<file path="config.mk">
export PLATFORM = sky130hd
export DESIGN_NAME = hswd_queue
export DESIGN_NICKNAME = d
export VERILOG_FILES = /design/src/hdl/hswd_pkg.sv /design/src/hdl/hswd_queue.sv
export SDC_FILE = /design/constraint.sdc
export NUM_CORES = 1
export LEC_CHECK = 0
export ABC_AREA = 1
export BUFFER_PORTS_ARGS = -buffer_cell sky130_fd_sc_hd__buf_2
export CAP_MARGIN = 15
export CELL_PAD_IN_SITES_DETAIL_PLACEMENT = 2
export CELL_PAD_IN_SITES_GLOBAL_PLACEMENT = 2
export CORE_MARGIN = 4
export CORE_UTILIZATION = 43
export CTS_CLUSTER_DIAMETER = 100
export DETAILED_ROUTE_END_ITERATION = 10
export MAX_ROUTING_LAYER = met4
export PLACE_DENSITY_LB_ADDON = 0.1
export SYNTH_ARGS = -nofsm -noshare
export SYNTH_HDL_FRONTEND = slang
export SYNTH_SLANG_ARGS = --single-unit
</file>
<file path="constraint.sdc">
create_clock -name clk -period 4.84 [get_ports clk]
set_input_delay 0.968 -clock clk [delete_from_list [all_inputs] [get_ports clk]]
set_output_delay 0.968 -clock clk [all_outputs]
set_load 0.05 [all_outputs]
</file>
<file path="src/hdl/hswd_pkg.sv">
// Shared types and constants for the height step wall detector.
// No dependencies; every other file in hdl/ refers to this package by scoped names.
package hswd_pkg;

  localparam int MAX_WIDTH_DEF = 1024;
  localparam int ALT_BITS_DEF  = 16;

  localparam int THR_BITS      = 15;
  localparam int GW_BITS       = 11;
  localparam int GH_BITS       = 16;
  localparam int CFG_DATA_BITS = 16;
  localparam int CFG_IDX_BITS  = 2;

  localparam int COL_OUT_BITS  = 10;
  localparam int ROW_BITS      = 16;

  localparam int MIN_DIM       = 3;
  localparam int QUEUE_DEPTH   = 4;

  localparam logic [THR_BITS-1:0] THR_RESET = 15'd50;
  localparam logic [GW_BITS-1:0]  GW_RESET  = 11'd1024;
  localparam logic [GH_BITS-1:0]  GH_RESET  = 16'd1024;

  typedef enum logic [CFG_IDX_BITS-1:0] {
    REG_STEP_THRESHOLD = 2'd0,
    REG_GRID_WIDTH     = 2'd1,
    REG_GRID_HEIGHT    = 2'd2
  } reg_idx_t;

  typedef struct packed {
    logic [THR_BITS-1:0] step_threshold;
    logic [GW_BITS-1:0]  grid_width;
    logic [GH_BITS-1:0]  grid_height;
  } hswd_cfg_t;

  // One flag per result a pixel can release: cell above, cell to the left, final cell.
  typedef struct packed {
    logic up;
    logic left;
    logic fin;
  } hswd_set_t;

  typedef struct packed {
    logic [COL_OUT_BITS-1:0] col;
    logic [ROW_BITS-1:0]     row;
    hswd_set_t               emit;
    hswd_set_t               blk;
  } hswd_cls_t;

  typedef enum logic [1:0] {
    SEL_UP    = 2'd0,
    SEL_LEFT  = 2'd1,
    SEL_FINAL = 2'd2
  } hswd_sel_t;

endpackage

</file>
<file path="src/hdl/hswd_queue.sv">
// Short queue of classified entries between front end and result sequencer.
// Depends on hswd_pkg.
module hswd_queue (
  input  logic                clk,
  input  logic                rst,
  input  logic                push,
  output logic                push_ready,
  input  hswd_pkg::hswd_cls_t push_data,
  output logic                pop_valid,
  input  logic                pop,
  output hswd_pkg::hswd_cls_t pop_data
);

  localparam int DEPTH    = hswd_pkg::QUEUE_DEPTH;
  localparam int PTR_BITS = (DEPTH > 1) ? $clog2(DEPTH) : 1;
  localparam int CNT_BITS = $clog2(DEPTH + 1);

  hswd_pkg::hswd_cls_t  slots [DEPTH];
  logic [PTR_BITS-1:0]  wr_ptr;
  logic [PTR_BITS-1:0]  rd_ptr;
  logic [CNT_BITS-1:0]  count;
  logic                 do_push;
  logic                 do_pop;

  assign push_ready = count != CNT_BITS'(DEPTH);
  assign pop_valid  = count != '0;
  assign do_push    = push && push_ready;
  assign do_pop     = pop && pop_valid;
  assign pop_data   = slots[rd_ptr];

  always_ff @(posedge clk) begin
    if (do_push) begin
      slots[wr_ptr] <= push_data;
    end
  end

  always_ff @(posedge clk) begin
    if (rst) begin
      wr_ptr <= '0;
      rd_ptr <= '0;
      count  <= '0;
    end else begin
      if (do_push) begin
        wr_ptr <= (wr_ptr == PTR_BITS'(DEPTH - 1)) ? '0 : wr_ptr + PTR_BITS'(1);
      end
      if (do_pop) begin
        rd_ptr <= (rd_ptr == PTR_BITS'(DEPTH - 1)) ? '0 : rd_ptr + PTR_BITS'(1);
      end
      unique case ({do_push, do_pop})
        2'b10:   count <= count + CNT_BITS'(1);
        2'b01:   count <= count - CNT_BITS'(1);
        default: count <= count;
      endcase
    end
  end

  a_count_bound: assert property (@(posedge clk) disable iff (rst)
    count <= CNT_BITS'(DEPTH))
    else $error("queue fill count beyond depth");

endmodule

</file>
# --- After elaboration in Yosys (flattened, before gate mapping) ---
# Memory sizes are Yosys's and may differ from the RTL's. A register that Yosys moved wholly into a read port is not among the register bits.
# Index checks and enable logic that the tools add are counted.
totals:
  register_bits: 7
  latchBits: 0
  ram_bits: 128
  rom_bits: 0
  out_inout_bits: 34
  memories: 1
op_classes:
  add_sub_neg: 4
  n_mul: 0
  div: 0
  magnitude_cmp: 0
  eq_ne: 5
  shift: 0
  n_mux: 7
  n_bitwise: 0
  reduce_logical: 4
mem_list:
  columns: ["memory", "depth", "word_bits", "rd", "rd_clocked_by_memory_dff", "wr", "line_no", "rtl"]
  rows:
  - ["slots", 4, 32, 1, 1, 1, "hswd_queue.sv:18", "hswd_pkg::hswd_cls_t slots [DEPTH];"]
op_table:
  columns: ["cell", "n"]
  rows:
  - ["2-to-1 mux 2 bit", 4]
  - ["== test 2 bit (second input constant)", 3]
  - ["case mux 3 bit (2 select lines)", 1]
  - ["adder 2 x 1 -> 2 bit (second input constant)", 2]
  - ["adder 3 x 1 -> 3 bit (second input constant)", 1]
  - ["inequality test 3 bit (second input constant)", 1]
  - ["nonzero test 3 bit", 1]
  - ["subtractor 3 x 1 -> 3 bit (second input constant)", 1]
  - ["== test 2 x 1 -> 1 bit (second input constant)", 1]
  - ["logical AND 1 bit", 2]
  - ["2-to-1 mux 1 bit", 2]
  - ["nonzero test 2 bit", 1]

# --- Logic depth before layout (Yosys ltp) ---
# Gate-level depths: netlist of the first run.
logic_depth:
  depth_word: 4
  ltp_mapped: 13

# --- Worst setup path before layout of the first run ---
# No wires, ideal clock.
synth_path:
  kind: "input -> register"
  start: "input port push"
  end: "memory slots[0][0] (netlist bit) (enable)"
  arrival_time_ns: 2.406
  t_required_ns: 4.419
  slack_ns: 2.013
  cell_stages: 2
  n_path_buf: 0
  cell_sequence: "nand2_4 nor2_1"
synth_via:
  elab_chain_cells: 3
synth_lines:
  columns: ["item", "line_no", "rtl"]
  rows:
  - ["start: declaration", "hswd_queue.sv:6", "input logic push,"]
  - ["logical AND 1 bit", "hswd_queue.sv:27", "assign do_push = push && push_ready;"]
  - ["2-to-1 mux 1 bit", "hswd_queue.sv:32", "if (do_push) begin"]
  - ["2-to-1 mux 1 bit (not written as such)", "hswd_queue.sv:33", "slots[wr_ptr] <= push_data;"]
  - ["end: declaration", "hswd_queue.sv:18", null]
# No other way between the ends.

==> results of run 1 <==
-- how the worst min path moves through the flow --
stage          slack, ps  depth (start not counted)  endpoint  startpoint
2_1_floorplan        480                          2      flop   rd_ptr[1]
3_3_place_gp         530                          2  count[0]    count[0]
3_5_place_dp         550                          2  count[0]    count[0]
4_1_cts              550                          2  count[0]    count[0]
5_1_grt              620                          2  count[0]    count[0]
6_report             550                          2  count[0]    count[0]
-- power breakdown --
| group | leakage, nW | switching [mW] | total, mW | internal, mW |
|---|---|---|---|---|
| combinational | 0.752 | 1.11 | 1.42 | 0.304 |
| sequential | 1.25 | 0.0860 | 1.52 | 1.43 |
| clock | 0.274 | 0.450 | 1.25 | 0.797 |
-- layout make-up --
cell class | count | area (um2)
flip-flops and latches | 137 | 4030
inverters | 18 | 75.1
fillers | 1127 | 5730
multi-input cells | 205 | 1060
repair buffers | 73 | 375
clock buffers | 28 | 497
well taps | 147 | 184
clock inverters | 4 | 68.8
-- layer usage --
metal,vias up,part of all wire [%],routed length [um]
met5,-,0,0
met2,77,53,7020
met1,1690,42,5660
li1,1543,-,-
met3,15,3.8,501
met4,0,1.2,158
-- critical path: stages (launching register included) --
cell     delay (ps)
dfxtp_2         900
buf_4           400
o21ai_0         170
o22ai_1         270
buf_2           320
-- Yosys cell counts --
cell | number | share of area (%)
edfxtp_1 | 128 | 73
nor2_1 | 78 | 5.5
o21ai_0 | 38 | 3.6
o22ai_1 | 32 | 3.8
o21ai_1 | 28 | 2.7
inv_1 | 16 | 1.1
nand2_1 | 12 | 0.85
buf_6 | 9 | 1.9
dfxtp_1 | 9 | 3.4
buf_2 | 6 | 0.57
ha_1 | 6 | 1.4
a21oi_1 | 4 | 0.38
buf_4 | 3 | 0.43
nand3b_1 | 2 | 0.28
clkbuf_1 | 1 | 0.071
fa_1 | 1 | 0.38
inv_2 | 1 | 0.071
inv_8 | 1 | 0.21
nand2_2 | 1 | 0.12
nand2_4 | 1 | 0.21
nand3_1 | 1 | 0.095
nand4_1 | 1 | 0.12
-- logic make-up after synthesis --
group	count (synthesis)	synth area share [%]
buffers and inverters	37	4.40
flip-flops	137	76.2
AND/OR/NAND/NOR	96	7.22
AO/OA/AOI/OAI	102	10.4
adder cells (fa/ha/maj)	7	1.80
-- flip-flops by register name, summed over array words and instances, names as in the netlist, named ones only --
register	count
rd_ptr	2
slots	128
wr_ptr	2
count	3
-- stage by stage --
| stage | hold WS, ps | setup WS (ps) |
|---|---|---|
| floorplan | 483 | 2010 |
| global placement | 527 | 1920 |
| detailed placement | 546 | 1800 |
| CTS | 555 | 1350 |
| global route | 616 | 1220 |
| finish | 549 | 1380 |
==> impl_metrics.ini, run 1 <==
[floorplanning]
start_util_pct = 44.0
ios = 70
die_y_um = 119
die-area_um2 = 14100
fp.dieW_um = 119
core_area_um2 = 12000
rows = 40

[grt]
grt_pass1_vias = 3754
grt_overflow = 0
track_usage_pct = 20.4
grt_pass1_wl_um = 20900
met3_usage_pct = 5.22
use_met1_pct = 23.6
grt_max_degree = 65
met2_usage_pct = 34.9
top_usage_layer = met2
antenna_found_initial = 0

[synthesis]
ys_types = 22
synthCells = 379
ys_ff_latch = 137
syn-cell-area_um2 = 5280
ys.warnings.count = 0
synth_area_per_cell_um2 = 13.9
ys_seq_area_share_pct = 76.2
syn_nets = 422

[clocking]
cts_tree = built
cts-root-buf = clkbuf_16
clk_path_buf_depth = 2
clkLatencyLatePin_ps = 420
post_cts_buffers = 0
cts-resized-gates = 0
clk_pin_slew_ps = 60
hold_buffers = 0
cts_sinks = 137
cts_max_level = 4
cts-buffers-inserted = 17

[placement]
io_buffers = 69
gp_congestion = 0.700
place_hpwl_um = 8030
dp.cells = 580
place_area_um2 = 5720

[critical_path]
critPathLaunchType = flop
reg2reg_from = count[1]
crit_fanout = 44
critPathCapture = pop_data[5]
path_class = flop to output port
crit_arrival_ps = 2490
reg2reg_depth = 4
end_kind = output port
cp.required_ps = 3870
r2r-end = slots[1][29]
reg2reg_setup_slack_ps = 2910

[final_layout]
antenna_cells = 0
finalNetCount = 495
layout.cells.most_common_list = edfxtp_1, nor2_1, buf_2
drive_above_1_share_pct = 22.6
final_common_cell = edfxtp_1
fin_util_pct = 52.3
syn_to_final_growth_pct = 18.9
fin_cells = 612
postLayoutCellArea_um2 = 6280

[sta]
grt_setup_unrepaired = no
hold_violations = 0
slew_viol_final = 0
tns_ps = 0
setup_viol = 0
clock_skew_ps = 6.74
tightestPinTransition_ps = 1110
fin_crit_ps = 3460
min_period_over_period_pct = 71.4
max_slew_margin_pct = 25.7
max_freq_mhz = 289

[power_and_ir_drop]
ir_drop_v = 0.000320
power.density_nw_per_um2 = 665
power_mw = 4.18
leakage_nw = 2.28

[run]
drv_cap = 0

[outcome]
status = complete, no violations

[worst_hold_path]
hold_path.class = flop to flop

[routing]
avgRoutedWirePerCell_um = 21.8
drt_pass1_iterations = 4
routed_wl_um = 13300
vias = 3325
drc = 0
viasPerCell = 5.43
postRouteAntennaNets = 0
drt_iter0_markers = 190
Note: power is estimated with default switching activity, not from simulation.
==> run 2, diff against run 1 <==
--- a/config.mk
+++ b/config.mk
@@ -5,13 +5,13 @@
 export SDC_FILE = /design/constraint.sdc
 export NUM_CORES = 1
 export LEC_CHECK = 0
-export ABC_AREA = 1
+export ABC_AREA = 0
 export BUFFER_PORTS_ARGS = -buffer_cell sky130_fd_sc_hd__buf_2
 export CAP_MARGIN = 15
 export CELL_PAD_IN_SITES_DETAIL_PLACEMENT = 2
 export CELL_PAD_IN_SITES_GLOBAL_PLACEMENT = 2
 export CORE_MARGIN = 4
-export CORE_UTILIZATION = 43
+export CORE_UTILIZATION = 44
 export CTS_CLUSTER_DIAMETER = 100
 export DETAILED_ROUTE_END_ITERATION = 10
 export MAX_ROUTING_LAYER = met4
==> constraint.sdc (replaced) <==
create_clock -name clk -period 3.19 [get_ports clk]
set_input_delay 0.638 -clock clk [delete_from_list [all_inputs] [get_ports clk]]
set_output_delay 0.638 -clock clk [all_outputs]
set_load 0.05 [all_outputs]
==> impl_metrics.ini, run 2 <==
[synthesis]
synth_edf_count = 128
synthCells = 219
synth_top_area_share_pct = 75.3
ys_seq_area_share_pct = 78.9
ys.warnings.count = 0
syn_nets = 262
syn-cell-area_um2 = 5100
synth_area_per_cell_um2 = 23.3
ys_top_cells_by_count = edfxtp_1, mux4_2, dfxtp_1, ha_1, inv_1
ys_async_sr_fraction_pct = 0
synth_most_common_cell = edfxtp_1
ys_types = 26
synth.area.top_cells = edfxtp_1, mux4_2, dfxtp_1
synth_top_flop_cell = edfxtp_1
yosysTopAreaCell = edfxtp_1
ys_ff_latch = 137

[floorplanning]
start_util_pct = 44.9
die_y_um = 116
fp.dieW_um = 116
rows = 39
ios = 70
die-area_um2 = 13400
core_area_um2 = 11400

[final_layout]
postLayoutCellArea_um2 = 6240
layout.cells.most_common_list = edfxtp_1, buf_2, mux4_2
nFillCells = 952
fin_cells = 463
final_common_cell = edfxtp_1
largest_reg_flops = 128
largest_register = slots
reg_top3 = slots: 128 flops, count: 3 flops
drive_above_1_share_pct = 47.0
syn_to_final_growth_pct = 22.3
finalNetCount = 349

[sta]
slew_viol_final = 0
grt_setup_unrepaired = no
fin_crit_ps = 2590
tightestPinTransition_ps = 692
clock_skew_ps = 6.35
setup_viol = 0
max_freq_mhz = 386
hold_violations = 0
min_period_over_period_pct = 81.2
tns_ps = 0
max_slew_margin_pct = 53.5

[worst_hold_path]
hold_path.class = input pin to flop
hold_end = slots[0][20]
worstHoldPathCells = 1
hp-start = push_data[20]

[placement]
place_hpwl_um = 7470
dp.cells = 430
io_buffers = 69
gp_congestion = 0.739
place_area_um2 = 5640

[grt]
grt_max_degree = 33
grt_pass1_wl_um = 17500
grt_overflow = 0
track_usage_pct = 19.3
antenna_found_initial = 1
grt_pass1_vias = 2842

[clocking]
clkLatencyLatePin_ps = 410
cts_sinks = 137
post_cts_buffers = 0
cts_tree = built
cts_max_level = 4
clk_path_buf_depth = 2
cts-root-buf = clkbuf_16
hold_buffers = 0
clk_pin_slew_ps = 60
cts-buffers-inserted = 17
cts-resized-gates = 0

[outcome]
status = complete, no violations

[critical_path]
cp.required_ps = 2550
end_kind = output port
crit_fanout = 25
reg2reg_setup_slack_ps = 710
critPathLaunchType = flop
path_buf_inv = 2
reg2reg_depth = 8
path_class = flop to output port
reg2reg_from = count[2]
crit_arrival_ps = 1950
r2r-end = count[2]
cp_slowest_cell = dfxtp_2
worst_path_largest_cell_delay_ps = 480
crit_chain = buf_4, mux4_2, buf_2
crit_family = buffers and inverters

[routing]
vias = 2473
viasPerCell = 5.34
routed_wl_um = 11500
postRouteAntennaNets = 0
drt_iter0_markers = 194
avgRoutedWirePerCell_um = 24.9
drt_pass1_iterations = 5
drc = 0

[power_and_ir_drop]
p_int_mw = 3.88
pwr-share-clk_pct = 33.9
switchingPower_mw = 1.88
combPwrFrac_pct = 27.1
power_frac_seq_pct = 39.0
leakage_nw = 2.17
ir_drop_v = 0.000501
sw_frac_of_total_pct = 32.7
power.density_nw_per_um2 = 923

[run]
drv_cap = 0
## run 2: cell count changes after synthesis, sizes merged, moves of 4 or more
cell   previous run  this run
and3              0         4
buf              18         9
inv              18         6
mux4              0        32
nand2            14         2
nor2             78         4
o21ai            66         2
o22ai            32         0
or3               0         4
## run 2: logic make-up after synthesis
| group | count (synthesis) | synth area share [%] |
|---|---|---|
| xor+xnor | 2 | 0.343 |
| simple gates | 17 | 2.01 |
| fa+ha+maj | 7 | 1.86 |
| mux | 34 | 14.5 |
| buf+inv | 15 | 1.50 |
| flops | 137 | 78.9 |
| compound gates | 7 | 0.883 |
## run 2: worst max path at each step
stage	start	endpoint	slack [ps]	cells after the start
after detailed placement	count[2]	count[2]	760	8
after global placement	count[2]	count[2]	860	8
after global routing	flop	pop_data[18]	530	3
after floorplan	count[2]	count[2]	890	9
final	flop	pop_data[7]	600	3
after CTS	flop	pop_data[7]	560	3
## run 2: layer usage
layer	track usage (%)	wire length, um	vias to the layer above	share of wire (%)
met3	5.01	455	17	4.0
li1	-	-	1086	-
met4	7.81	189	0	1.6
met5	-	0	-	0
met2	31.4	6060	65	53
met1	23.0	4810	1305	42
## run 2: power groups by stage
stage	clock [mW]	combinational [mW]	sequential [mW]
3_5_place_dp	0	1.57	2.28
6_report	1.95	1.56	2.25
2_1_floorplan	0	1.22	2.24
4_1_cts	2.00	1.59	2.25
5_1_grt	2.09	1.65	2.26
3_3_place_gp	0	1.55	2.26
## run 2: area by class of cell
| type | count | area (um2) | share of cell area, % |
|---|---|---|---|
| Antenna cell | 1 | 2.50 | 0.0401 |
| Timing Repair Buffer | 77 | 405 | 6.50 |
| Inverter | 6 | 22.5 | 0.361 |
| Sequential cell | 137 | 4030 | 64.5 |
| Clock inverter | 10 | 118 | 1.88 |
| Multi-Input combinational cell | 67 | 1000 | 16.1 |
| Tap cell | 143 | 179 | 2.87 |
| Clock buffer | 22 | 484 | 7.76 |
## run 2: through the flow
step | power, mW | hold WS [ps] | setup slack (ps) | util, %
after floorplan | 3.46 | 463 | 892 | -
after global placement | 3.81 | 489 | 863 | 49.6
after detailed placement | 3.85 | 516 | 758 | 49.6
after CTS | 5.84 | 412 | 560 | 54.9
after global routing | 6.01 | 424 | 527 | 54.9
final | 5.76 | 442 | 600 | 54.9
==> run 3, diff against run 2 <==
--- a/config.mk
+++ b/config.mk
@@ -5,13 +5,13 @@
 export SDC_FILE = /design/constraint.sdc
 export NUM_CORES = 1
 export LEC_CHECK = 0
-export ABC_AREA = 0
+export ABC_AREA = 1
 export BUFFER_PORTS_ARGS = -buffer_cell sky130_fd_sc_hd__buf_2
 export CAP_MARGIN = 15
 export CELL_PAD_IN_SITES_DETAIL_PLACEMENT = 2
 export CELL_PAD_IN_SITES_GLOBAL_PLACEMENT = 2
 export CORE_MARGIN = 4
-export CORE_UTILIZATION = 44
+export CORE_UTILIZATION = 36
 export CTS_CLUSTER_DIAMETER = 100
 export DETAILED_ROUTE_END_ITERATION = 10
 export MAX_ROUTING_LAYER = met4
==> constraint.sdc (replaced) <==
create_clock -name clk -period 2.2 [get_ports clk]
set_input_delay 0.44 -clock clk [delete_from_list [all_inputs] [get_ports clk]]
set_output_delay 0.44 -clock clk [all_outputs]
set_load 0.05 [all_outputs]
==> impl_metrics.ini, run 3 (synthesized netlist as in run 1, its figures left out) <==
[clocking]
cts-buffers-inserted = 17
cts_max_level = 4
post_cts_buffers = 0
cts_sinks = 137
clk_pin_slew_ps = 60
clk_path_buf_depth = 2
hold_buffers = 0
cts-root-buf = clkbuf_16
cts_tree = built
clkLatencyLatePin_ps = 410

[sta]
max_freq_mhz = 468
hold_violations = 0
setup_viol = 0
grt_setup_unrepaired = yes
clock_skew_ps = 8.37
fin_crit_ps = 2140
min_period_over_period_pct = 97.1
fin_ws_ps = 64.7
max_slew_margin_pct = 74.5
slew_viol_final = 0
tightestPinTransition_ps = 381
fin_hold_ws_ps = 241

[critical_path]
crit_fanout = 13
path_class = flop to output port
critPathLaunchType = flop
end_kind = output port
crit_arrival_ps = 1700
cp.required_ps = 1760

[routing]
viasPerCell = 5.11
vias = 3363
avgRoutedWirePerCell_um = 20.9
postRouteAntennaNets = 0
drt_iter0_markers = 205
drc = 0
routed_wl_um = 13700
drt_pass1_iterations = 4

[final_layout]
finalNetCount = 504
drive_above_1_share_pct = 25.5
largest_register = slots
syn_to_final_growth_pct = 24.3
largest_reg_flops = 128
final_common_cell = edfxtp_1
layout.cells.most_common_list = edfxtp_1, nor2_1, buf_2
fin_util_pct = 45.4
reg_top3 = slots: 128 flops, count: 3 flops
antenna_cells = 0

[placement]
post-place-ws_ps = 309
gp_congestion = 0.709
io_buffers = 69
place_hpwl_um = 8110

[floorplanning]
die-area_um2 = 16700
core_area_um2 = 14500
rows = 44
fp.dieW_um = 129
ios = 70
start_util_pct = 36.5
die_y_um = 129

[power_and_ir_drop]
ir_drop_v = 0.000597
leakage_nw = 2.38
power.density_nw_per_um2 = 1450

[grt]
track_usage_pct = 18.1
grt_overflow = 0
grt_pass1_wl_um = 21500
grt_pass1_vias = 3813
antenna_found_initial = 0
grt_max_degree = 65

[outcome]
status = complete, no violations

[worst_hold_path]
hold_path.class = input pin to flop

[run]
drv_cap = 0
[run 3: cell types whose count changed in the layout (fill, tap and decap cells not counted), sizes merged, moves of 4 or more]
| cell | change |
|---|---|
| and3 | -4 |
| inv | +12 |
| mux4 | -32 |
| nand2 | +12 |
| nor2 | +74 |
| o21ai | +64 |
| o22ai | +32 |
| or3 | -4 |
[run 3: critical path, stage by stage, from the launching register on]
cell     delay (ps)
dfxtp_4         440
buf_4           240
o21ai_0         150
o22ai_1         220
buf_4           240
[run 3: path summary, 6_finish.rpt]
kind | start | end | slack [ps] | depth (start not counted)
hold / removal | push_data[23] | slots[3][23] | 240 | 1
setup / recovery | flop | pop_data[24] | 60 | 4
setup reg to reg | count[1] | count[2] | 320 | 12
hold reg to reg | rd_ptr[1] | flop | 540 | 2
[run 3: through the flow]
step | instances | TNS [ps] | cell area (um2) | total power, mW
after floorplan | 379 | -45000 | 5280 | 5.74
after global placement | 625 | 0 | 5870 | 6.53
after detailed placement | 625 | 0 | 5870 | 6.64
after CTS | 658 | 0 | 6510 | 9.58
after global routing | 658 | -72.7 | 6570 | 10.1
final | 658 | 0 | 6570 | 9.56
[run 3: timing repair]
item                                    in CTS  in global routing
gates resized for setup                     12                 24
endpoints found under the setup margin      15                 25
gates cloned                                 1                  0
[run 3: cell type report]
class	instances	area, um2
repair buffers	82	577
fillers	1418	7910
inverters	18	82.6
well taps	184	230
clock buffers	21	440
clock inverters	11	129
multi-input cells	205	1080
flip-flops and latches	137	4030
[run 3: routing by layer]
metal / vias up / GRT usage (%) / wire (um)
li1: 1559 / - / -
met1: 1714 / 21.6 / 5830
met2: 78 / 30.5 / 7100
met3: 12 / 3.79 / 606
met4: 0 / 6.67 / 184
met5: - / - / 0
[run 3: power breakdown]
group          leakage [nW]  switching, mW  total (mW)  internal [mW]
Sequential             1.25          0.118        3.27           3.15
Combinational         0.857           2.58        3.52          0.944
Clock                 0.277           1.01        2.77           1.76
