**src/hdl/hswd_pkg.sv**
```systemverilog
// Shared types and constants for the height step wall detector.
// No dependencies; every other file in hdl/ refers to this package by scoped names.
package hswd_pkg;

  localparam int MAX_WIDTH_DEF = 1024;
  localparam int ALT_BITS_DEF  = 16;

  localparam int THR_BITS      = 15;
  localparam int GW_BITS       = 11;
  localparam int GH_BITS       = 16;
  localparam int CFG_DATA_BITS = 16;
  localparam int CFG_IDX_BITS  = 2;

  localparam int COL_OUT_BITS  = 10;
  localparam int ROW_BITS      = 16;

  localparam int MIN_DIM       = 3;
  localparam int QUEUE_DEPTH   = 4;

  localparam logic [THR_BITS-1:0] THR_RESET = 15'd50;
  localparam logic [GW_BITS-1:0]  GW_RESET  = 11'd1024;
  localparam logic [GH_BITS-1:0]  GH_RESET  = 16'd1024;

  typedef enum logic [CFG_IDX_BITS-1:0] {
    REG_STEP_THRESHOLD = 2'd0,
    REG_GRID_WIDTH     = 2'd1,
    REG_GRID_HEIGHT    = 2'd2
  } reg_idx_t;

  typedef struct packed {
    logic [THR_BITS-1:0] step_threshold;
    logic [GW_BITS-1:0]  grid_width;
    logic [GH_BITS-1:0]  grid_height;
  } hswd_cfg_t;

  // One flag per result a pixel can release: cell above, cell to the left, final cell.
  typedef struct packed {
    logic up;
    logic left;
    logic fin;
  } hswd_set_t;

  typedef struct packed {
    logic [COL_OUT_BITS-1:0] col;
    logic [ROW_BITS-1:0]     row;
    hswd_set_t               emit;
    hswd_set_t               blk;
  } hswd_cls_t;

  typedef enum logic [1:0] {
    SEL_UP    = 2'd0,
    SEL_LEFT  = 2'd1,
    SEL_FINAL = 2'd2
  } hswd_sel_t;

endpackage

```
**src/hdl/hswd_if.sv**
```systemverilog


interface hswd_res_if ();
  logic                              valid;
  logic                              ready;
  logic                              blocked;
  logic [hswd_pkg::COL_OUT_BITS-1:0] cell_column;
  logic [hswd_pkg::ROW_BITS-1:0]     cell_row;
  logic                              frame_end;

  modport source (output valid, output blocked, output cell_column, output cell_row,
                  output frame_end, input ready);
  modport sink   (input valid, input blocked, input cell_column, input cell_row,
                  input frame_end, output ready);
endinterface

```
**src/hdl/hswd_back.sv**
```systemverilog
// Back end: expands each queued entry into its one to three results, in order,
// through a registered output stage. Depends on hswd_pkg, hswd_if.
module hswd_back (
  input  logic                clk,
  input  logic                rst,
  input  logic                q_valid,
  output logic                q_pop,
  input  hswd_pkg::hswd_cls_t q_entry,
  hswd_res_if.source          results
);

  localparam int COL_BITS = hswd_pkg::COL_OUT_BITS;
  localparam int ROW_BITS = hswd_pkg::ROW_BITS;

  hswd_pkg::hswd_cls_t cur;
  hswd_pkg::hswd_set_t pend;
  hswd_pkg::hswd_set_t pend_next;
  hswd_pkg::hswd_sel_t sel;
  logic                any_pend;
  logic                last_one;
  logic                load;

  always_comb begin
    any_pend = pend.up || pend.left || pend.fin;
    last_one = (pend.up ^ pend.left ^ pend.fin) && !(pend.up && pend.left && pend.fin);
    load     = any_pend && (!results.valid || results.ready);
    q_pop    = q_valid && (!any_pend || (load && last_one));

    priority if (pend.up) begin
      sel = hswd_pkg::SEL_UP;
    end else if (pend.left) begin
      sel = hswd_pkg::SEL_LEFT;
    end else begin
      sel = hswd_pkg::SEL_FINAL;
    end

    pend_next = pend;
    if (load) begin
      unique case (sel)
        hswd_pkg::SEL_UP:    pend_next.up   = 1'b0;
        hswd_pkg::SEL_LEFT:  pend_next.left = 1'b0;
        hswd_pkg::SEL_FINAL: pend_next.fin  = 1'b0;
        default:             pend_next      = '0;
      endcase
    end
  end

  always_ff @(posedge clk) begin
    if (rst) begin
      pend <= '0;
    end else if (q_pop) begin
      pend <= q_entry.emit;
    end else begin
      pend <= pend_next;
    end
  end

  always_ff @(posedge clk) begin
    if (q_pop) begin
      cur <= q_entry;
    end
  end

  always_ff @(posedge clk) begin
    if (rst) begin
      results.valid <= 1'b0;
    end else if (load) begin
      results.valid <= 1'b1;
    end else if (results.ready) begin
      results.valid <= 1'b0;
    end
  end

  always_ff @(posedge clk) begin
    if (load) begin
      unique case (sel)
        hswd_pkg::SEL_UP: begin
          results.blocked     <= cur.blk.up;
          results.cell_column <= cur.col;
          results.cell_row    <= cur.row - ROW_BITS'(1);
          results.frame_end   <= 1'b0;
        end
        hswd_pkg::SEL_LEFT: begin
          results.blocked     <= cur.blk.left;
          results.cell_column <= cur.col - COL_BITS'(1);
          results.cell_row    <= cur.row;
          results.frame_end   <= 1'b0;
        end
        hswd_pkg::SEL_FINAL: begin
          results.blocked     <= cur.blk.fin;
          results.cell_column <= cur.col;
          results.cell_row    <= cur.row;
          results.frame_end   <= 1'b1;
        end
        default: begin
          results.blocked     <= 1'b0;
          results.cell_column <= '0;
          results.cell_row    <= '0;
          results.frame_end   <= 1'b0;
        end
      endcase
    end
  end

  a_entry_nonempty: assert property (@(posedge clk) disable iff (rst)
    q_pop |-> (q_entry.emit != '0))
    else $error("empty entry reached the result sequencer");

  a_final_drains: assert property (@(posedge clk) disable iff (rst)
    load && sel == hswd_pkg::SEL_FINAL |=> (pend == '0) || $past(q_pop))
    else $error("results left pending after the final cell");

endmodule

```
**src/flat_wrapper.sv**
```systemverilog
// flat-port wrapper written by rule: the top's interface ports become plain ports
module hswd_back_flat 
  (clk, rst, q_valid, q_pop, q_entry, results_valid, results_blocked, results_cell_column, results_cell_row, results_frame_end, results_ready);
  hswd_res_if results_i ();
  input  logic clk;
  input  logic rst;
  input  logic q_valid;
  output logic q_pop;
  input  hswd_pkg::hswd_cls_t q_entry;
  output wire logic [$bits(results_i.valid)-1:0] results_valid;
  output wire logic [$bits(results_i.blocked)-1:0] results_blocked;
  output wire logic [$bits(results_i.cell_column)-1:0] results_cell_column;
  output wire logic [$bits(results_i.cell_row)-1:0] results_cell_row;
  output wire logic [$bits(results_i.frame_end)-1:0] results_frame_end;
  input wire logic [$bits(results_i.ready)-1:0] results_ready;
  assign results_valid = results_i.valid;
  assign results_blocked = results_i.blocked;
  assign results_cell_column = results_i.cell_column;
  assign results_cell_row = results_i.cell_row;
  assign results_frame_end = results_i.frame_end;
  assign results_i.ready = results_ready;
  hswd_back u_core (.clk(clk), .rst(rst), .q_valid(q_valid), .q_pop(q_pop), .q_entry(q_entry), .results(results_i));
endmodule
```
**config.mk**
```make
export PLATFORM = sky130hd
export DESIGN_NAME = hswd_back_flat
export DESIGN_NICKNAME = d
export VERILOG_FILES = /design/src/hdl/hswd_pkg.sv /design/src/hdl/hswd_if.sv /design/src/hdl/hswd_back.sv /design/src/flat_wrapper.sv
export SDC_FILE = /design/constraint.sdc
export NUM_CORES = 1
export LEC_CHECK = 0
export BUFFER_PORTS_ARGS = -buffer_cell sky130_fd_sc_hd__buf_2
export CAP_MARGIN = 0
export CELL_PAD_IN_SITES_DETAIL_PLACEMENT = 0
export CELL_PAD_IN_SITES_GLOBAL_PLACEMENT = 1
export CORE_MARGIN = 2
export CORE_UTILIZATION = 42
export DETAILED_ROUTE_END_ITERATION = 10
export GPL_TIMING_DRIVEN = 0
export PLACE_DENSITY_LB_ADDON = 0.1
export SETUP_SLACK_MARGIN = 0.3
export SLEW_MARGIN = 40
export SYNTH_ARGS = -nofsm -noshare
export SYNTH_HDL_FRONTEND = slang
export SYNTH_SLANG_ARGS = --single-unit
```
**constraint.sdc**
```tcl
create_clock -name clk -period 3.1 [get_ports clk]
set_input_delay 0.155 -clock clk [delete_from_list [all_inputs] [get_ports clk]]
set_output_delay 0.155 -clock clk [all_outputs]
set_load 0.005 [all_outputs]
```
# Yosys cells after proc, flatten, opt, wreduce, memory -nomap -nowiden
# Index checks and enable logic that the tools add are counted.
# Widths: inputs -> output; s select.
# op_classes
shifts,0
div_mod_pow,0
eq_ne,5
multipliers,0
addsub,2
n_bitwise,2
reduce_logical,22
n_lt_le_gt_ge,0
muxes,13
# ops
operator,count
$pmux 16 s2,1
$pmux 10 s2,1
$sub 16x1->16 const B,1
$sub 10x1->10 const B,1
$logic_and 1x1->1,6
$mux 1,6
$mux 3,2
$ne 2x1->1 const B,3
$reduce_and 2->1,3
$reduce_or 2->1,3
$logic_or 1x1->1,4
$mux 2,2
$reduce_bool 2->1,2
$logic_not 1->1,3
$pmux 1 s3,1
$eq 2x1->1 const B,1
$eq 2x2->1 const B,1
$logic_not 2->1,1
$xor 1x1->1,2
# word_totals
out_inout_bits,30
memories,0
register_bits,61
inputBits,36
latchBits,0
mem_bits_ro,0
ramBits,0
wordCells,57

# Depth between registers and ports, before layout
# Gate-level depths: netlist of the first run.
# depth
ltp_word,9
mapped_depth,7
ltp_nobuf,6

# Worst setup path after synthesis of the first run
# Ideal clock, no wire load.
# synth_timing
path_type,flip-flop to flip-flop
startpoint,register u_core.pend[1] (netlist name)
endpoint,register u_core.pend[0] (netlist name)
required_time_ns,2.979
period_less_slack_ns,2.764
arrival_time_ns,2.643
slack_ns,0.336
stages_incl_launch_ff,6
setup_ns,0.121
path_buffers,0
cell_sequence,dfxtp_1 > inv_1 > ha_1 > or4_1 > a21boi_2 > mux2_2
# synth_between
elab_chain_cells,9
elab_cells_between_ends,22
cone_classes,2 x eq/ne; 3 x mux; 2 x bitwise; 15 x reduce/logical
# synth_rtl
item,line_no,rtl
"start, declared",hswd_back.sv:16,hswd_pkg::hswd_set_t pend;
"start signal, assigned",hswd_back.sv:52,pend <= q_entry.emit;
"start signal, assigned",hswd_back.sv:54,pend <= pend_next;
$logic_and 1x1->1 (2 in series),hswd_back.sv:25,last_one = (pend.up ^ pend.left ^ pend.fin) && !(pend.up && pend.left && pend.fin);
$logic_not 1->1,hswd_back.sv:25,
$logic_and 1x1->1,hswd_back.sv:25,
$logic_and 1x1->1,hswd_back.sv:27,q_pop = q_valid && (!any_pend || (load && last_one));
$logic_or 1x1->1 *,hswd_back.sv:27,
$logic_and 1x1->1 *,hswd_back.sv:27,
via q_pop,flat_wrapper.sv:8,output logic q_pop;
$ne 2x1->1 (no source line) / $reduce_bool 2->1 (equally long branches),--,
$reduce_and 2->1 (no source line),--,
# Mark *: on every way through the listed nets, which the timed path passes. The rest lies on a longest branch.
# A chain may end at the register's enable or synchronous reset.

# Final worst setup path of the first run
# layout_timing
startpoint,register u_core.pend[1] (netlist name)
endpoint,output q_pop
# layout_between
elab_chain_cells,7
elab_cells_between_ends,13
cone_classes,2 x bitwise; 11 x reduce/logical
# layout_rtl
item,line_no
$logic_and 1x1->1 (2 in series),hswd_back.sv:25
$logic_not 1->1,hswd_back.sv:25
$logic_and 1x1->1,hswd_back.sv:25
$logic_and 1x1->1,hswd_back.sv:27
$logic_or 1x1->1 *,hswd_back.sv:27
$logic_and 1x1->1 *,hswd_back.sv:27
"end, declared",flat_wrapper.sv:8
# Mark *: on every way between the ends. The rest lies on a longest branch, timed or not.

==> out/results.ini, run 1 <==
[sta]
worst_pin_slew_ns=0.637
grt_setup_unrepaired=no
clock_skew_ns=0.00642
hold_viol_final=0
finalSetupViolCount=0
relSlewSlack_pct=56.9
period_share_pct=82.1
fmax_mhz=393
hold_ws_ns=0.0622
fin_setup_tns_ns=0
min_period_ns=2.55
drv_slew=0

[yosys]
seq_area_frac_synth_pct=64.0
synth_fp_nets=262
synth-edff-count=57
yosysMostFrequentCell=edfxtp_1
ys.flop_type=edfxtp_1
synthTopCellsByCount=57 x edfxtp_1, 12 x a21oi_1, 12 x nand2_1, 11 x inv_1, 11 x o21ai_0
ys_async_sr_fraction_pct=0
synth.distinct_cells=52
synth_top_area_share_pct=61.1
ys_seq_elements=61
yosys-top-cells-area=edfxtp_1 61%, dfxtp_1 2.9%, ha_1 2.7%
synth_cells=220
yosysTopAreaCell=edfxtp_1
synth_area_sq_mm=0.00280
yosys_warnings=0
syn_avg_cell_area_sq_um=12.7

[layout]
regArea_sq_mm=0.00179
stdcell_count=409
drive_above_1_share_pct=28.3
syn_to_final_growth_pct=34.2
multiInputGateArea_sq_um=935
n_fill_cell=539
diodes=0
nets=369

[floorplanning]
num_rows=29
core-area_sq_mm=0.00639
io_pins=66
start_util_pct=43.9
fp.dieH_um=85.7
die_x_um=85.7
die-area_sq_mm=0.00734

[clocking]
clock-sinks=61
cts_hold_repair.buffers=28
cts_root_buf=clkbuf_8
cts.clk_slew.worst_paths_ns=0.07
cts_buffers=9
htreeDepth=3
cts_tree=done
post_cts_resized=0
post_cts_buffers=0
clockBufferDepth=2
worstSkewPairLatency_ns=0.34

[min_path]
hp-start=rst
hold_path_class=in2reg
hold_depth=2

[setup_path]
ff2ff_setup_slack_ns=0.71
path_class=reg2out
crit_slowest_cell=or4_1
crit_fanout=17
reg2reg_to=u_core.cur[31]
slowest_delay_ns=0.53
cp-endpoint=q_pop
crit_cells=5
crit_arrival_ns=2.39
critPathLaunch=u_core.pend[1]
r2r-start=u_core.pend[1]
cp_top_family=simple AND/OR/NAND/NOR gates
start_kind=flop
critPathBufInv=2
crit_required_ns=2.94
r2r_cells=5
crit_chain=inv_1 -> ha_1 -> or4_1 -> a21boi_4 -> buf_2
end_kind=primary output

[routing]
drc=0
wl_per_cell_um=15.5
drt.antenna.violating_nets=0
dr.pass1.iters=4
vias_per_cell=5.34
routed_wl_mm=6.35
initialDrtViolationCount=135
vias=2184

[power]
power_frac_seq_pct=49.8
p_sw_w=0.000618
internal_power_w=0.00164
p_clk_share_pct=29.4
pwr-share-comb_pct=20.8
netSwitchingFraction_pct=27.4
ir_drop_mv=0.465
power_leakage_nw=1.44
cellPowerDensity_mw_per_mm2=599

[global_routing]
grt_pass1_wl_mm=10.3
grtUsageTotal_pct=18.8
antenna_found_initial=0
grt_max_degree=21
grt_pass1_vias=2165
grt-ovfl-total=0

[run_status]
status=finished, final reports clean

[placed_design]
place_congestion=0.786
post-place-cells=364
port_buffers=65
dp_hpwl_mm=4.30

[run]
maxCapViolations=0

metrics by stage:
| step | total power, W | instance area (sq um) | setup slack (ns) | utilization [%] |
|---|---|---|---|---|
| 6_report | 0.00225 | 3760 | 0.554 | 58.9 |
| 5_1_grt | 0.00238 | 3760 | 0.369 | 58.9 |
| 4_1_cts | 0.00227 | 3740 | 0.520 | 58.6 |
| 3_5_place_dp | 0.00158 | 3280 | 0.703 | 51.4 |
| 3_3_place_gp | 0.00155 | 3220 | -0.273 | 50.5 |
| 2_1_floorplan | 0.00137 | 2800 | 0.336 | - |
routing by layer:
layer	share of wire [%]	GRT usage [%]	routed length (um)
met2	50	31.1	3150
met3	5.2	5.29	330
met1	44	23.0	2770
met5	0	0	0
met4	1.6	8.08	102
cells in the final DEF, fill, tap and decap left out, types with 5 or more instances in the layout:
master         Yosys  layout
a21oi_1           12      12
a31oi_1            7       7
buf_2              1      66
clkbuf_1           6       7
clkbuf_8           1      10
dlygate4sd3_1      0      29
edfxtp_1          57      57
ha_1               6       6
inv_1             11      11
nand2_1           12      12
nor2_1             8       7
nor2b_1            6       6
nor3_1             7       7
nor4_1             6       5
o21ai_0           11      11
xor2_1             5       5
worst min path at each step:
stage,end
floorplan,u_core.results.valid
global placement,u_core.cur[10]
detailed placement,u_core.cur[9]
CTS,u_core.cur[15]
global route,u_core.results.valid
finish,u_core.results.valid
power groups by stage:
stage	Sequential, W	Clock (W)	Combinational (W)
6_report	0.00112	0.000663	0.000469
2_1_floorplan	0.00114	0	0.000233
3_5_place_dp	0.00114	0	0.000444
5_1_grt	0.00113	0.000723	0.000522
3_3_place_gp	0.00114	0	0.000405
4_1_cts	0.00112	0.000673	0.000472
area by class of cell:
class                      count  area share [%]
sequential                    61            47.7
multi-input combinational    137            24.9
timing repair buffer          96            17.5
clock buffer                  10            3.40
tap                           77            2.56
buffer                        11            1.46
clock inverter                 6            1.43
inverter                      11            1.10
state kept, by name, indices dropped and copies added, names as in the netlist:
| register | cells |
|---|---|
| u_core.results.blocked | 1 |
| u_core.results.cell_column | 10 |
| u_core.results.cell_row | 16 |
| u_core.results.frame_end | 1 |
| u_core.results.valid | 1 |
| u_core.pend | 3 |
| u_core.cur | 29 |
kinds of logic after synthesis:
group / after synthesis / share of synthesized area (%)
xor+xnor: 6 / 1.88
compound gates: 57 / 13.4
fa+ha+maj: 6 / 2.68
flops: 61 / 64.0
mux: 3 / 1.12
buf+inv: 22 / 3.44
simple gates: 65 / 13.5
Note: power is estimated with default switching activity, not from simulation.
==> inputs of run 2 (changes only) <==
--- a/config.mk
+++ b/config.mk
@@ -10,7 +10,7 @@
 export CELL_PAD_IN_SITES_DETAIL_PLACEMENT = 0
 export CELL_PAD_IN_SITES_GLOBAL_PLACEMENT = 1
 export CORE_MARGIN = 2
-export CORE_UTILIZATION = 42
+export CORE_UTILIZATION = 38
 export DETAILED_ROUTE_END_ITERATION = 10
 export GPL_TIMING_DRIVEN = 0
 export PLACE_DENSITY_LB_ADDON = 0.1
==> constraint.sdc (replaced) <==
create_clock -name clk -period 2.1 [get_ports clk]
set_input_delay 0.105 -clock clk [delete_from_list [all_inputs] [get_ports clk]]
set_output_delay 0.105 -clock clk [all_outputs]
set_load 0.005 [all_outputs]
==> run 2 against run 1 <==
Against the previous run: clock skew rose by 0.0012 ns; via count rose by 3.6%; core utilization rose by 0.67 points; largest power group unchanged; critical endpoint unchanged.
==> out/results.ini, run 2 (synthesis results as in run 1) <==
[layout]
drive_above_1_share_pct=43.1  ; was 28.3%
layout_common_cells=64 x buf_2, 57 x edfxtp_1, 29 x dlygate4sd3_1, 24 x buf_4, 12 x a21oi_1  ; was 66 x buf_2, 57 x edfxtp_1, 29 x dlygate4sd3_1, 12 x a21oi_1, 12 x nand2_1
syn_to_final_growth_pct=53.3  ; was 34.2%
largest_register_ff_count=29  ; unchanged
nets=394  ; was 369
reg_top3=u_core.cur (29), u_core.results.cell_row (16), u_core.results.cell_column (10)  ; unchanged
diodes=0  ; unchanged
largest_register=u_core.cur  ; unchanged
final_common_cell=buf_2  ; unchanged

[clocking]
htreeDepth=3  ; unchanged
cts_buffers=9  ; unchanged
cts_tree=done  ; unchanged
clock-sinks=61  ; unchanged
cts.clk_slew.worst_paths_ns=0.07  ; about the same
clockBufferDepth=2  ; unchanged
worstSkewPairLatency_ns=0.34  ; about the same
cts_root_buf=clkbuf_8  ; unchanged

[global_routing]
grt-ovfl-total=0  ; unchanged
antenna_found_initial=0  ; unchanged
grt_max_degree=16  ; was 21
grt_pass1_wl_mm=11.0  ; was 10.3 mm
grt_pass1_vias=2258  ; was 2,165
grtUsageTotal_pct=17.6  ; was 18.8%

[floorplanning]
num_rows=31  ; was 29
die-area_sq_mm=0.00807  ; was 0.00734 sq mm
io_pins=66  ; unchanged
fp.dieH_um=89.9  ; was 85.7 um
core-area_sq_mm=0.00721  ; was 0.00639 sq mm
start_util_pct=38.8  ; was 43.9%
die_x_um=89.9  ; was 85.7 um

[min_path]
hold_path_class=in2reg  ; unchanged

[routing]
dr.pass1.iters=4  ; unchanged
initialDrtViolationCount=91  ; was 135
drt.antenna.violating_nets=0  ; unchanged
vias_per_cell=4.96  ; was 5.34
wl_per_cell_um=15.2  ; was 15.5 um
routed_wl_mm=6.95  ; was 6.35 mm
drc=0  ; unchanged
vias=2263  ; was 2,184

[run]
maxCapViolations=0  ; unchanged

[setup_path]
crit_fanout=4  ; was 17
path_class=reg2out  ; unchanged
crit_required_ns=2.00  ; was 2.94 ns
end_kind=primary output  ; unchanged
crit_arrival_ns=1.88  ; was 2.39 ns
start_kind=flop  ; unchanged

[placed_design]
dp_hpwl_mm=4.32  ; was 4.30 mm
port_buffers=65  ; unchanged
place_ws_ns=-0.0379  ; was 0.703 ns
place_congestion=0.779  ; was 0.786

[power]
cellPowerDensity_mw_per_mm2=832  ; was 599 mW/mm^2
power_leakage_nw=1.64  ; was 1.44 nW
p_sw_w=0.00101  ; was 0.000618 W
internal_power_w=0.00257  ; was 0.00164 W
p_clk_share_pct=27.6  ; was 29.4%
netSwitchingFraction_pct=28.2  ; was 27.4%
power_frac_seq_pct=46.8  ; was 49.8%
pwr-share-comb_pct=25.6  ; was 20.8%
ir_drop_mv=0.507  ; was 0.465 mV

[sta]
fin_ws_ns=0.115  ; was 0.554 ns
fmax_mhz=504
worst_pin_slew_ns=0.579  ; was 0.637 ns
relSlewSlack_pct=61.4  ; was 56.9%
grt_setup_unrepaired=yes  ; was no
drv_slew=0  ; unchanged
hold_viol_final=0  ; unchanged
finalSetupViolCount=0  ; unchanged
min_period_ns=1.98
hold_ws_ns=0.00325  ; was 0.0622 ns
period_share_pct=94.5
clock_skew_ns=0.00765  ; was 0.00642 ns

[run_status]
status=finished, final reports clean  ; unchanged

-- run 2: changes by cell type in the layout (fill, tap and decap cells not counted), sizes merged --
cell / previous run / this run
clkbuf: 19 / 20
buf: 69 / 94
clkinvlp: 0 / 1
clkinv: 5 / 3
-- run 2: cell type report --
class                   count  area (sq um)
plain buffers              11           100
well taps                  99           124
inverters                  11          43.8
fillers                   622          2920
multi-input cells         137          1160
flip-flops and latches     61          1790
clock inverters             5          51.3
repair buffers            121           886
clock buffers              11           131
-- run 2: per-layer routing --
metal	GRT usage (%)	share of wire [%]	vias to the layer above
met5	0	0	-
met4	7.05	1.7	0
met3	4.36	4.1	10
met2	30.6	50	58
met1	21.1	44	1073
li1	-	-	1122
-- run 2: timing repair --
action | CTS | global route
endpoints found under the setup margin | 69 | 58
endpoints found under the hold margin | 29 | 0
gates resized for setup | 31 | 26
hold buffers | 29 | 0
pin swaps | 12 | 7
setup buffers | 17 | 7
-- run 2: stage by stage --
step	std cells	instance area (sq um)	setup TNS (ns)	total power [W]	utilization [%]
floorplan	220	2860	-3.01	0.00205	-
global placement	384	3310	-11.98	0.00232	45.9
detailed placement	387	3370	-0.129	0.00236	46.7
CTS	449	4140	0	0.00353	57.4
global route	456	4290	0	0.00374	59.5
finish	456	4290	0	0.00357	59.5
-- run 2: worst max-delay path, cell delays in order (launching register included) --
cell and delay [ns]:
dfxtp_2 0.36, inv_4 0.05, ha_4 0.23, or4_4 0.49
a21boi_4 0.19, buf_12 0.13, buf_6 0.08
-- run 2: final timing paths --
path / start / endpoint / slack [ns] / cells after the start
min reg2reg: u_core.cur[21] / u_core.results.cell_row[15] / 0.58 / 2
min: rst / u_core.results.valid / 0.003 / 2
max: u_core.pend[2] / q_pop / 0.12 / 6
max reg2reg: u_core.pend[2] / u_core.cur[26] / 0.15 / 6
-- run 2: power by group through the flow --
stage | sequential (W) | clock (W) | combinational (W)
floorplan | 0.00168 | 0 | 0.000369
global placement | 0.00168 | 0 | 0.000634
detailed placement | 0.00168 | 0 | 0.000677
CTS | 0.00167 | 0.00100 | 0.000854
global route | 0.00169 | 0.00106 | 0.000996
finish | 0.00167 | 0.000986 | 0.000914
==> inputs of run 3 (changes only) <==
--- a/config.mk
+++ b/config.mk
@@ -10,8 +10,9 @@
 export CELL_PAD_IN_SITES_DETAIL_PLACEMENT = 0
 export CELL_PAD_IN_SITES_GLOBAL_PLACEMENT = 1
 export CORE_MARGIN = 2
-export CORE_UTILIZATION = 38
+export CORE_UTILIZATION = 46
 export DETAILED_ROUTE_END_ITERATION = 10
+export GPL_ROUTABILITY_DRIVEN = 0
 export GPL_TIMING_DRIVEN = 0
 export PLACE_DENSITY_LB_ADDON = 0.1
 export SETUP_SLACK_MARGIN = 0.3
==> constraint.sdc (replaced) <==
create_clock -name clk -period 2.32 [get_ports clk]
set_input_delay 0.116 -clock clk [delete_from_list [all_inputs] [get_ports clk]]
set_output_delay 0.116 -clock clk [all_outputs]
set_load 0.005 [all_outputs]
==> run 3 against run 2 <==
Against the previous run: cell count shrank 9.6%; clock power shrank 12%; via count shrank 2.1%; register-to-register slack gained 0.20 ns; sequential power shrank 9.6%; critical path type unchanged; critical endpoint unchanged; highest routed layer unchanged.
==> out/results.ini, run 3 (synthesis results as in run 1) <==
[global_routing]
grt_pass1_vias=2093  ; was 2,258
grt_max_degree=18  ; was 16
grt_pass1_wl_mm=10.0  ; was 11.0 mm
grtUsageTotal_pct=20.8  ; was 17.6%
grt-ovfl-total=0  ; unchanged
antenna_found_initial=0  ; unchanged

[power]
ir_drop_mv=0.476  ; was 0.507 mV
cellPowerDensity_mw_per_mm2=783  ; was 832 mW/mm^2
internal_power_w=0.00224  ; was 0.00257 W
netSwitchingFraction_pct=27.0  ; was 28.2%
power_leakage_nw=1.50  ; was 1.64 nW
p_sw_w=0.000831  ; was 0.00101 W
power_frac_seq_pct=49.1  ; was 46.8%
p_clk_share_pct=28.3  ; was 27.6%
pwr-share-comb_pct=22.7  ; was 25.6%

[floorplanning]
core-area_sq_mm=0.00592  ; was 0.00721 sq mm
die_x_um=82.0  ; was 89.9 um
fp.dieH_um=82.0  ; was 89.9 um
start_util_pct=47.3  ; was 38.8%
die-area_sq_mm=0.00673  ; was 0.00807 sq mm
io_pins=66  ; unchanged
num_rows=28  ; was 31

[run_status]
status=finished, final reports clean  ; unchanged

[routing]
wl_per_cell_um=15.5  ; was 15.2 um
drc=0  ; unchanged
vias=2216  ; was 2,263
routed_wl_mm=6.40  ; was 6.95 mm
drt.antenna.violating_nets=0  ; unchanged
vias_per_cell=5.38  ; was 4.96
initialDrtViolationCount=133  ; was 91
dr.pass1.iters=4  ; unchanged

[sta]
period_share_pct=86.3
hold_ws_ns=0.0117  ; was 0.00325 ns
min_period_ns=2.00
hold_viol_final=0  ; unchanged
fmax_mhz=500
clock_skew_ns=0.00956  ; was 0.00765 ns
fin_setup_tns_ns=0  ; unchanged
finalSetupViolCount=0  ; unchanged
grt_setup_unrepaired=yes  ; unchanged
worst_pin_slew_ns=0.668  ; was 0.579 ns
relSlewSlack_pct=55.1  ; was 61.4%
drv_slew=0  ; unchanged

[layout]
nets=375  ; was 394
reg_top3=u_core.cur (29), u_core.results.cell_row (16), u_core.results.cell_column (10)  ; unchanged
final_common_cell=buf_2  ; unchanged
stdcell_count=412  ; was 456
drive_above_1_share_pct=34.1  ; was 43.1%
syn_to_final_growth_pct=40.0  ; was 53.3%
largest_register_ff_count=29  ; unchanged
largest_register=u_core.cur  ; unchanged
n_fill_cell=470  ; was 622
diodes=0  ; unchanged
layout_common_cells=67 x buf_2, 57 x edfxtp_1, 29 x dlygate4sd3_1, 12 x a21oi_1, 12 x nand2_1  ; was 64 x buf_2, 57 x edfxtp_1, 29 x dlygate4sd3_1, 24 x buf_4, 12 x a21oi_1

[placed_design]
port_buffers=65  ; unchanged
post-place-cells=362  ; was 387
dp_hpwl_mm=4.06  ; was 4.32 mm

[setup_path]
crit_arrival_ns=1.89  ; was 1.88 ns
reg2reg_to=u_core.cur[15]  ; was u_core.cur[26]
crit_required_ns=2.20  ; was 2.00 ns
path_class=reg2out  ; unchanged
end_kind=primary output  ; unchanged
ff2ff_setup_slack_ns=0.35  ; was 0.15 ns
cp-endpoint=q_pop  ; unchanged
r2r_cells=6  ; unchanged
crit_fanout=4  ; unchanged
r2r-start=u_core.pend[2]  ; unchanged
critPathLaunch=u_core.pend[2]  ; unchanged
start_kind=flop  ; unchanged

[clocking]
cts_root_buf=clkbuf_8  ; unchanged
cts_buffers=9  ; unchanged
cts.clk_slew.worst_paths_ns=0.06  ; was 0.07 ns
clockBufferDepth=2  ; unchanged
cts_tree=done  ; unchanged
htreeDepth=3  ; unchanged
worstSkewPairLatency_ns=0.34  ; about the same
clock-sinks=61  ; unchanged

[run]
maxCapViolations=0  ; unchanged

[min_path]
hold_path_class=in2reg  ; unchanged

-- run 3: cell count changes in the layout (fill, tap and decap cells not counted), moves of 3 or more --
| cell | delta |
|---|---|
| nor3_1 | +3 |
| o311ai_4 | -3 |
| clkbuf_1 | +5 |
| buf_2 | +3 |
| o311ai_1 | +3 |
| buf_4 | -20 |
-- run 3: worst min path at each step --
stage / slack, ns / cells past startpoint / endpoint / from
after floorplan: 0.19 / 1 / u_core.results.valid / rst
after global placement: 0.29 / 1 / u_core.cur[22] / q_entry[22]
after detailed placement: 0.29 / 1 / u_core.cur[9] / q_entry[9]
after CTS: 0.01 / 3 / u_core.pend[2] / q_entry[5]
after global routing: 0.02 / 3 / u_core.pend[1] / q_entry[4]
final: 0.01 / 3 / u_core.pend[2] / q_entry[5]
-- run 3: worst max-delay path: stages (launching register included) --
cell	delay (ns)
dfxtp_2	0.35
inv_4	0.05
ha_4	0.23
or4_4	0.49
a21boi_4	0.26
buf_2	0.16
-- run 3: what timing repair did --
action                                  4_1_cts  5_1_grt
cloned                                        0        1
endpoints found under the setup margin       43       34
pin swaps                                     1        3
hold buffers                                 29        0
buffers inserted                              4        1
gates resized for setup                       8       17
hold endpoints to repair                     29        0
-- run 3: per-stage QoR --
| stage | setup WS (ns) | power (W) | instance area, sq um | utilization (%) |
|---|---|---|---|---|
| 2_1_floorplan | 0.0428 | 0.00185 | 2830 | - |
| 3_3_place_gp | -0.168 | 0.00207 | 3250 | 54.9 |
| 3_5_place_dp | 0.0642 | 0.00211 | 3300 | 55.7 |
| 4_1_cts | 0.303 | 0.00305 | 3810 | 64.4 |
| 5_1_grt | 0.268 | 0.00324 | 3920 | 66.2 |
| 6_report | 0.318 | 0.00307 | 3920 | 66.2 |
-- run 3: metal layers --
metal  global-route usage [%]  wire length [um]  up-vias
li1                         -                 -     1088
met1                     25.5              2600     1038
met2                     34.4              3280       79
met3                     4.40               392       11
met4                     11.0               128        0
met5                        0                 0        -
-- run 3: area by class of cell --
| type | count | area, sq um | share of cell area (%) |
|---|---|---|---|
| Sequential cell | 61 | 1790 | 45.8 |
| Timing Repair Buffer | 102 | 729 | 18.6 |
| Multi-Input combinational cell | 137 | 1020 | 26.1 |
| Buffer | 11 | 63.8 | 1.63 |
| Tap cell | 75 | 93.8 | 2.39 |
| Inverter | 11 | 43.8 | 1.12 |
| Clock buffer | 13 | 139 | 3.54 |
| Clock inverter | 2 | 35.0 | 0.893 |
-- run 3: power groups by stage --
stage	Sequential (W)	Combinational (W)	Clock, W
2_1_floorplan	0.00152	0.000324	0
3_3_place_gp	0.00152	0.000550	0
3_5_place_dp	0.00152	0.000591	0
4_1_cts	0.00150	0.000659	0.000887
5_1_grt	0.00152	0.000776	0.000937
6_report	0.00151	0.000696	0.000868
